--- src/hdl/pacl_pkg.sv ---
// shared types, codes and the prefix mask helper for the prefix match table
package pacl_pkg;

   localparam int DEF_TABLE_DEPTH = 32;
   localparam int KEY_W = 128;
   localparam int PLEN_W = 8;

   localparam logic [1:0] ACT_CLEAR  = 2'd0;
   localparam logic [1:0] ACT_INSERT = 2'd1;
   localparam logic [1:0] ACT_LOOKUP = 2'd2;

   localparam logic [1:0] STATUS_OK      = 2'd0;
   localparam logic [1:0] STATUS_FULL    = 2'd1;
   localparam logic [1:0] STATUS_BAD_LEN = 2'd2;

   localparam logic [PLEN_W-1:0] V4_MAX_LEN = 8'd32;
   localparam logic [PLEN_W-1:0] V6_MAX_LEN = 8'd128;
   // an ipv4 prefix is placed at the bottom of the 128-bit key
   localparam logic [PLEN_W-1:0] V4_LEN_OFFSET = 8'd96;

   typedef struct packed {
      logic [1:0]  action;
      logic        family;
      logic [63:0] addr_upper;
      logic [63:0] addr_lower;
      logic [7:0]  prefix_len;
   } req_type;

   typedef struct packed {
      logic       matched;
      logic [1:0] status;
   } rsp_type;

   typedef struct packed {
      logic [KEY_W-1:0]  addr;
      logic [PLEN_W-1:0] prefix;
      logic              is_v6;
   } ent_type;

   // leading-ones mask of the given length over the whole key
   function automatic logic [KEY_W-1:0] prefix_mask(input logic [PLEN_W-1:0] len);
      logic [KEY_W-1:0] m;
      if (len == '0) begin
         m = '0;
      end else begin
         m = {KEY_W{1'b1}} << (PLEN_W'(KEY_W) - len);
      end
      return m;
   endfunction

endpackage

--- src/hdl/prefix_acl_match_table.sv ---
// prefix match table: ipv4/ipv6 prefix store with a sequential lookup scan
// clear, insert and the unused action: result registered in the next cycle.
// lookup: one stored entry per cycle through one masked compare unit and a registered
//   memory read; stops at the first hit, an empty table answers without a scan.
// one request at a time; a new request is taken once the result slot is free.
// reset clears count and state, not the store; entries are never read past the count.
module prefix_acl_match_table #(
   parameter int TABLE_DEPTH = pacl_pkg::DEF_TABLE_DEPTH
) (
   input  logic              clock,
   input  logic              reset,
   input  logic              req_valid,
   output logic              req_stall,
   input  pacl_pkg::req_type req_data,
   output logic              rsp_valid,
   input  logic              rsp_stall,
   output pacl_pkg::rsp_type rsp_data
);
   import pacl_pkg::*;

   localparam int IDX_W = (TABLE_DEPTH > 1) ? $clog2(TABLE_DEPTH) : 1;
   localparam int CNT_W = $clog2(TABLE_DEPTH + 1);

   typedef enum logic [1:0] {S_IDLE, S_SCAN, S_HOLD} state_type;

   state_type        state_ff, state_in;
   logic [CNT_W-1:0] cnt_ff, cnt_in;
   logic [CNT_W-1:0] rd_idx_ff, rd_idx_in;
   logic             cmp_vld_ff, cmp_vld_in;
   logic             cmp_last_ff, cmp_last_in;
   logic [KEY_W-1:0] key_ff, key_in;
   logic             fam_ff, fam_in;
   logic             res_hit_ff, res_hit_in;
   logic             rsp_valid_ff, rsp_valid_in;
   rsp_type          rsp_ff, rsp_in;

   ent_type          mem [TABLE_DEPTH];
   ent_type          rd_ent_ff;
   ent_type          ent_wr;
   logic             mem_we;

   logic             req_fire;
   logic             rsp_free;
   logic [KEY_W-1:0] req_key;
   logic             plen_bad;
   logic             tbl_full;
   logic             scan_issue;
   logic             scan_done;
   logic             hit;

   // shared masked compare unit
   logic             unit_fam;
   logic [PLEN_W-1:0] unit_plen;
   logic [KEY_W-1:0] unit_key;
   logic [PLEN_W-1:0] mask_len;
   logic [KEY_W-1:0] masked_key;

   assign rsp_free  = !rsp_valid_ff || !rsp_stall;
   assign req_stall = (state_ff != S_IDLE) || !rsp_free;
   assign req_fire  = req_valid && !req_stall;
   assign rsp_valid = rsp_valid_ff;
   assign rsp_data  = rsp_ff;

   assign req_key  = req_data.family ? {req_data.addr_upper, req_data.addr_lower}
                                     : {96'b0, req_data.addr_lower[31:0]};
   assign plen_bad = req_data.prefix_len > (req_data.family ? V6_MAX_LEN : V4_MAX_LEN);
   assign tbl_full = cnt_ff >= CNT_W'(TABLE_DEPTH);

   always_comb begin
      if (state_ff == S_IDLE) begin
         unit_fam  = req_data.family;
         unit_plen = req_data.prefix_len;
         unit_key  = req_key;
      end else begin
         unit_fam  = fam_ff;
         unit_plen = rd_ent_ff.prefix;
         unit_key  = key_ff;
      end
   end

   assign mask_len   = unit_fam ? unit_plen : unit_plen + V4_LEN_OFFSET;
   assign masked_key = unit_key & prefix_mask(mask_len);

   assign hit = cmp_vld_ff && (rd_ent_ff.is_v6 == fam_ff) && (masked_key == rd_ent_ff.addr);

   assign scan_issue = (state_ff == S_SCAN) && (rd_idx_ff < cnt_ff);
   assign scan_done  = (state_ff == S_SCAN) && cmp_vld_ff && (hit || cmp_last_ff);

   assign ent_wr.addr   = masked_key;
   assign ent_wr.prefix = req_data.prefix_len;
   assign ent_wr.is_v6  = req_data.family;

   always_comb begin
      state_in     = state_ff;
      cnt_in       = cnt_ff;
      rd_idx_in    = rd_idx_ff;
      cmp_vld_in   = 1'b0;
      cmp_last_in  = 1'b0;
      key_in       = key_ff;
      fam_in       = fam_ff;
      res_hit_in   = res_hit_ff;
      rsp_valid_in = rsp_valid_ff && rsp_stall;
      rsp_in       = rsp_ff;
      mem_we       = 1'b0;

      case (state_ff)
         S_IDLE: begin
            if (req_fire) begin
               rsp_in.matched = 1'b0;
               rsp_in.status  = STATUS_OK;
               case (req_data.action)
                  ACT_CLEAR: begin
                     cnt_in       = '0;
                     rsp_valid_in = 1'b1;
                  end
                  ACT_INSERT: begin
                     rsp_valid_in = 1'b1;
                     if (plen_bad) begin
                        rsp_in.status = STATUS_BAD_LEN;
                     end else if (tbl_full) begin
                        rsp_in.status = STATUS_FULL;
                     end else begin
                        mem_we = 1'b1;
                        cnt_in = cnt_ff + CNT_W'(1);
                     end
                  end
                  ACT_LOOKUP: begin
                     if (cnt_ff == '0) begin
                        rsp_valid_in = 1'b1;
                     end else begin
                        key_in    = req_key;
                        fam_in    = req_data.family;
                        rd_idx_in = '0;
                        state_in  = S_SCAN;
                     end
                  end
                  default: begin
                     rsp_valid_in = 1'b1;
                  end
               endcase
            end
         end
         S_SCAN: begin
            if (scan_issue) begin
               rd_idx_in = rd_idx_ff + CNT_W'(1);
            end
            cmp_vld_in  = scan_issue && !scan_done;
            cmp_last_in = rd_idx_ff == (cnt_ff - CNT_W'(1));
            if (scan_done) begin
               if (rsp_free) begin
                  rsp_valid_in   = 1'b1;
                  rsp_in.matched = hit;
                  rsp_in.status  = STATUS_OK;
                  state_in       = S_IDLE;
               end else begin
                  res_hit_in = hit;
                  state_in   = S_HOLD;
               end
            end
         end
         S_HOLD: begin
            if (rsp_free) begin
               rsp_valid_in   = 1'b1;
               rsp_in.matched = res_hit_ff;
               rsp_in.status  = STATUS_OK;
               state_in       = S_IDLE;
            end
         end
         default: begin
            state_in = S_IDLE;
         end
      endcase
   end

   always_ff @(posedge clock) begin
      if (reset) begin
         state_ff     <= S_IDLE;
         cnt_ff       <= '0;
         rd_idx_ff    <= '0;
         cmp_vld_ff   <= 1'b0;
         cmp_last_ff  <= 1'b0;
         rsp_valid_ff <= 1'b0;
      end else begin
         state_ff     <= state_in;
         cnt_ff       <= cnt_in;
         rd_idx_ff    <= rd_idx_in;
         cmp_vld_ff   <= cmp_vld_in;
         cmp_last_ff  <= cmp_last_in;
         rsp_valid_ff <= rsp_valid_in;
      end
      key_ff     <= key_in;
      fam_ff     <= fam_in;
      res_hit_ff <= res_hit_in;
      rsp_ff     <= rsp_in;
   end

   // entry store: appended at the count, read one entry per cycle during a scan
   always_ff @(posedge clock) begin
      if (mem_we) begin
         mem[cnt_ff[IDX_W-1:0]] <= ent_wr;
      end
      if (scan_issue) begin
         rd_ent_ff <= mem[rd_idx_ff[IDX_W-1:0]];
      end
   end

`ifndef SYNTHESIS
   a_cnt_bound: assert property (@(posedge clock) disable iff (reset)
      cnt_ff <= CNT_W'(TABLE_DEPTH))
      else $error("entry count above table depth");

   a_busy_stalls: assert property (@(posedge clock) disable iff (reset)
      (state_ff != S_IDLE) |-> req_stall)
      else $error("request taken while a lookup is in progress");

   a_cmp_only_scan: assert property (@(posedge clock) disable iff (reset)
      cmp_vld_ff |-> (state_ff == S_SCAN))
      else $error("compare stage live outside a scan");

   a_insert_count: assert property (@(posedge clock) disable iff (reset)
      (req_fire && req_data.action == ACT_INSERT && !plen_bad && !tbl_full)
      |=> (cnt_ff == $past(cnt_ff) + CNT_W'(1)))
      else $error("insert did not advance the entry count");

   a_err_no_match: assert property (@(posedge clock) disable iff (reset)
      (rsp_valid_ff && rsp_ff.status != STATUS_OK) |-> !rsp_ff.matched)
      else $error("error status with match flag set");
`endif

endmodule

--- config.mk ---
export PLATFORM = sky130hd
export DESIGN_NAME = prefix_acl_match_table
export DESIGN_NICKNAME = d
export VERILOG_FILES = /design/src/hdl/pacl_pkg.sv /design/src/hdl/prefix_acl_match_table.sv
export SDC_FILE = /design/constraint.sdc
export NUM_CORES = 2
export LEC_CHECK = 0
export BUFFER_PORTS_ARGS = -buffer_cell sky130_fd_sc_hd__buf_2
export CELL_PAD_IN_SITES_DETAIL_PLACEMENT = 0
export CELL_PAD_IN_SITES_GLOBAL_PLACEMENT = 1
export CORE_ASPECT_RATIO = 1.4
export CORE_MARGIN = 2
export CORE_UTILIZATION = 61
export DETAILED_ROUTE_END_ITERATION = 16
export PLACE_DENSITY_LB_ADDON = 0.2
export SKIP_CTS_REPAIR_TIMING = 1
export SLEW_MARGIN = 15
export SYNTH_ARGS = -nofsm -noshare
export SYNTH_HDL_FRONTEND = slang
export SYNTH_MEMORY_MAX_BITS = 65536
export SYNTH_SLANG_ARGS = --single-unit
--- constraint.sdc ---
create_clock -name clock -period 39.8 [get_ports clock]
set_input_delay 3.98 -clock clock [delete_from_list [all_inputs] [get_ports clock]]
set_output_delay 3.98 -clock clock [all_outputs]
set_load 0.02 [all_outputs]
==> impl_metrics.env <==
export IMPL_min_period_ps=10750
export IMPL_track_usage_pct=34.9
export IMPL_pwr_share_seq_pct=55.5
export IMPL_hold_class="reg2reg"
export IMPL_nNetsFinal=8499
export IMPL_antenna_found_initial=31
export IMPL_synthesis_nets=8027
export IMPL_arrival_ps=11340
export IMPL_p_clk_share_pct=41.8
export IMPL_crit_top_cell="inv_1"
export IMPL_fin_cells=12600
export IMPL_dpl_hpwl_um=291000
export IMPL_hold_viol=0
export IMPL_critPathMaxStageDelay_ps=860
export IMPL_cts_buffers=418
export IMPL_wire_per_inst_um=41.5
export IMPL_fillers=17800
export IMPL_cp_end_kind="register"
export IMPL_crit_chain="buf_2 -> buf_4 -> mux2_2 -> inv_1 -> ha_1 -> inv_1 -> ha_1 -> inv_1 -> nor2_1 -> o221ai_1 -> a221o_1 -> o21a_1 -> a2111oi_0 -> nand4_1 -> nor4_1 -> nand4_1 -> nor3_2 -> o21ai_2 -> a2111oi_2"
export IMPL_ys_async_sr_fraction_pct=0
export IMPL_gp_congestion=0.973
export IMPL_pin_count=148
export IMPL_cts_reportedPaths_clkPinSlew_ps=70
export IMPL_num_rows=237
export IMPL_dieArea_mm2=0.304
export IMPL_drc=0
export IMPL_ys_ff_latch=4671
export IMPL_clockRootBuffer="clkbuf_16"
export IMPL_cts_tree="done"
export IMPL_ant_nets=0
export IMPL_syn_inst=7859
export IMPL_via_per_inst=7.21
export IMPL_ir_drop_v=0.0000439
export IMPL_critPathSlowestCell="ha_1"
export IMPL_grt_setup_unrepaired="false"
export IMPL_dp_cells=11800
export IMPL_netlist_area_mm2=0.183
export IMPL_multiInputGateArea_mm2=0.0417
export IMPL_period_share_pct=27.0
export IMPL_yosysWarnings=0
export IMPL_drt_iter0_markers=13000
export IMPL_grt_pass1_wl_um=726000
export IMPL_grt_max_degree=135
export IMPL_synth_edf_count=4654
export IMPL_cp_required_ps=40390
export IMPL_critPathTopFamily="compound AO/OA/AOI/OAI gates"
export IMPL_layout_commonest_cell="edfxtp_1"
export IMPL_switching_share_pct=20.4
export IMPL_drive_above_1_share_pct=32.1
export IMPL_die_w_um=466
export IMPL_drt_first_pass_iters=6
export IMPL_crit_fanout=39
export IMPL_area_sequential_mm2=0.140
export IMPL_crit_type="in2reg"
export IMPL_max_freq_ghz=0.0930
export IMPL_routed_wl_um=524000
export IMPL_startpoint_type="input port"
export IMPL_clk_latency_ps=1000
export IMPL_start_util_pct=61.3
export IMPL_avgSynthCellArea_um2=23.2
export IMPL_fp_coreArea_mm2=0.298
export IMPL_area_growth_pct=11.9
export IMPL_overflow=0
export IMPL_power_density_mw_per_mm2=47.8
export IMPL_worst_pin_slew_ps=1330
export IMPL_fin_skew_ps=91.9
export IMPL_die_h_um=651
export IMPL_pwr_share_comb_pct=2.7
export IMPL_finalSetupViolations=0
export IMPL_cts_htree_levels=5
export IMPL_drv_slew=0
export IMPL_clockBufferDepth=4
export IMPL_p_sw_mw=1.99
export IMPL_ys_flop_type="edfxtp_1"
export IMPL_maxCapViolations=0
export IMPL_vias=91000
export IMPL_internal_power_mw=7.77
export IMPL_clock_sinks=4671
export IMPL_ys_types=98
export IMPL_port_buffers=147
export IMPL_outcome="complete, no violations"
export IMPL_path_buf_inv=5
export IMPL_maxSlewHeadroom_pct=8.53
export IMPL_total_leakage_power_nw=62.1
export IMPL_grt_pass1_vias=90100
export IMPL_final_cell_mix="edfxtp_1, mux4_2, clkbuf_16"
export IMPL_seq_area_frac_synth_pct=76.7
export IMPL_fin_tns_setup_ps=0
-- routing by layer --
| metal | up-vias | global-route usage [%] | routed length [µm] |
|---|---|---|---|
| li1 | 34800 | - | - |
| met1 | 49400 | 49.2 | 188000 |
| met2 | 5957 | 55.3 | 255000 |
| met3 | 920 | 7.28 | 59300 |
| met4 | 16 | 12.3 | 21600 |
| met5 | - | 0 | 118 |
-- per-stage QoR --
| step | hold slack (ps) | setup slack [ps] | instance area [µm²] | power (mW) | util, % |
|---|---|---|---|---|---|
| 5_1_grt | 565 | 28830 | 204000 | 9.98 | 68.6 |
| 2_1_floorplan | 472 | 25040 | 183000 | 5.64 | - |
| 3_3_place_gp | 508 | 28340 | 190000 | 5.77 | 63.9 |
| 6_report | 548 | 29050 | 204000 | 9.76 | 68.6 |
| 4_1_cts | 535 | 29160 | 204000 | 9.79 | 68.5 |
| 3_5_place_dp | 527 | 28130 | 190000 | 5.78 | 63.9 |
-- cells in the mapped netlist (24+ instances only) --
cell type,count,area (µm²)
nand3_1,37,185
a21oi_1,51,255
clkbuf_1,262,983
inv_1,72,270
mux2i_1,101,1010
nor3_1,61,305
ha_1,25,313
buf_1,125,469
edfxtp_1,4654,140000
mux2_2,162,1820
xnor2_1,35,307
a211oi_1,53,398
mux4_2,1370,30900
nor4_1,34,213
o21ai_0,54,270
and2_1,94,588
nor2_1,149,559
nand2_1,87,327
nand4_1,24,150
-- power by group through the flow --
stage	Sequential [mW]	Combinational, mW	Clock [mW]
floorplan	5.52	0.114	0
global placement	5.52	0.251	0
detailed placement	5.52	0.258	0
CTS	5.41	0.259	4.12
global route	5.41	0.278	4.30
finish	5.41	0.268	4.08
-- sequential cells by signal, summed over array words and instances (netlist names) --
register / cells
mem: 4384
state_ff: 2
key_ff: 128
cmp_vld_ff: 1
res_hit_ff: 1
rsp_data: 3
fam_ff: 1
cmp_last_ff: 1
rd_idx_ff: 6
rd_ent_ff: 137
cnt_ff: 6
rsp_valid: 1
-- cells by family after synthesis --
| group | after synthesis | share of synthesized area (%) |
|---|---|---|
| AO/OA/AOI/OAI | 386 | 1.57 |
| buffers and inverters | 482 | 1.02 |
| adder cells (fa/ha/maj) | 25 | 0.171 |
| AND/OR/NAND/NOR | 598 | 1.76 |
| flip-flops | 4671 | 76.7 |
| XOR/XNOR | 59 | 0.291 |
| multiplexers | 1638 | 18.5 |
-- worst register-to-register path: stages, from the launching register on --
cell	delay [ps]
dfxtp_1	350
inv_1	200
ha_4	630
buf_4	650
mux2_2	460
inv_1	110
ha_1	400
inv_1	140
ha_1	860
inv_1	460
nor2_1	420
o221ai_1	350
a221o_1	570
o21a_1	220
a2111oi_0	600
nand4_1	190
nor4_1	600
nand4_1	250
nor3_2	740
o21ai_2	150
a2111oi_2	560
-- worst paths after layout --
path	start	end	slack, ps	depth (start not counted)
setup / recovery	req_data[0]	rsp_data[0]	29050	19
hold / removal	state_ff[0]	state_ff[0]	550	2
setup reg to reg	state_ff[0]	rsp_data[0]	30550	20
hold reg to reg	state_ff[0]	state_ff[0]	550	2
-- cell type report --
type	count	share of cell area, %
well taps	3943	2.41
flip-flops and latches	4671	68.6
repair buffers	461	1.72
multi-input cells	2706	20.4
inverters	73	0.134
clock inverters	257	1.33
diodes	15	0.0184
clock buffers	505	5.39
No activity file was read; power rests on OpenSTA's default activity.
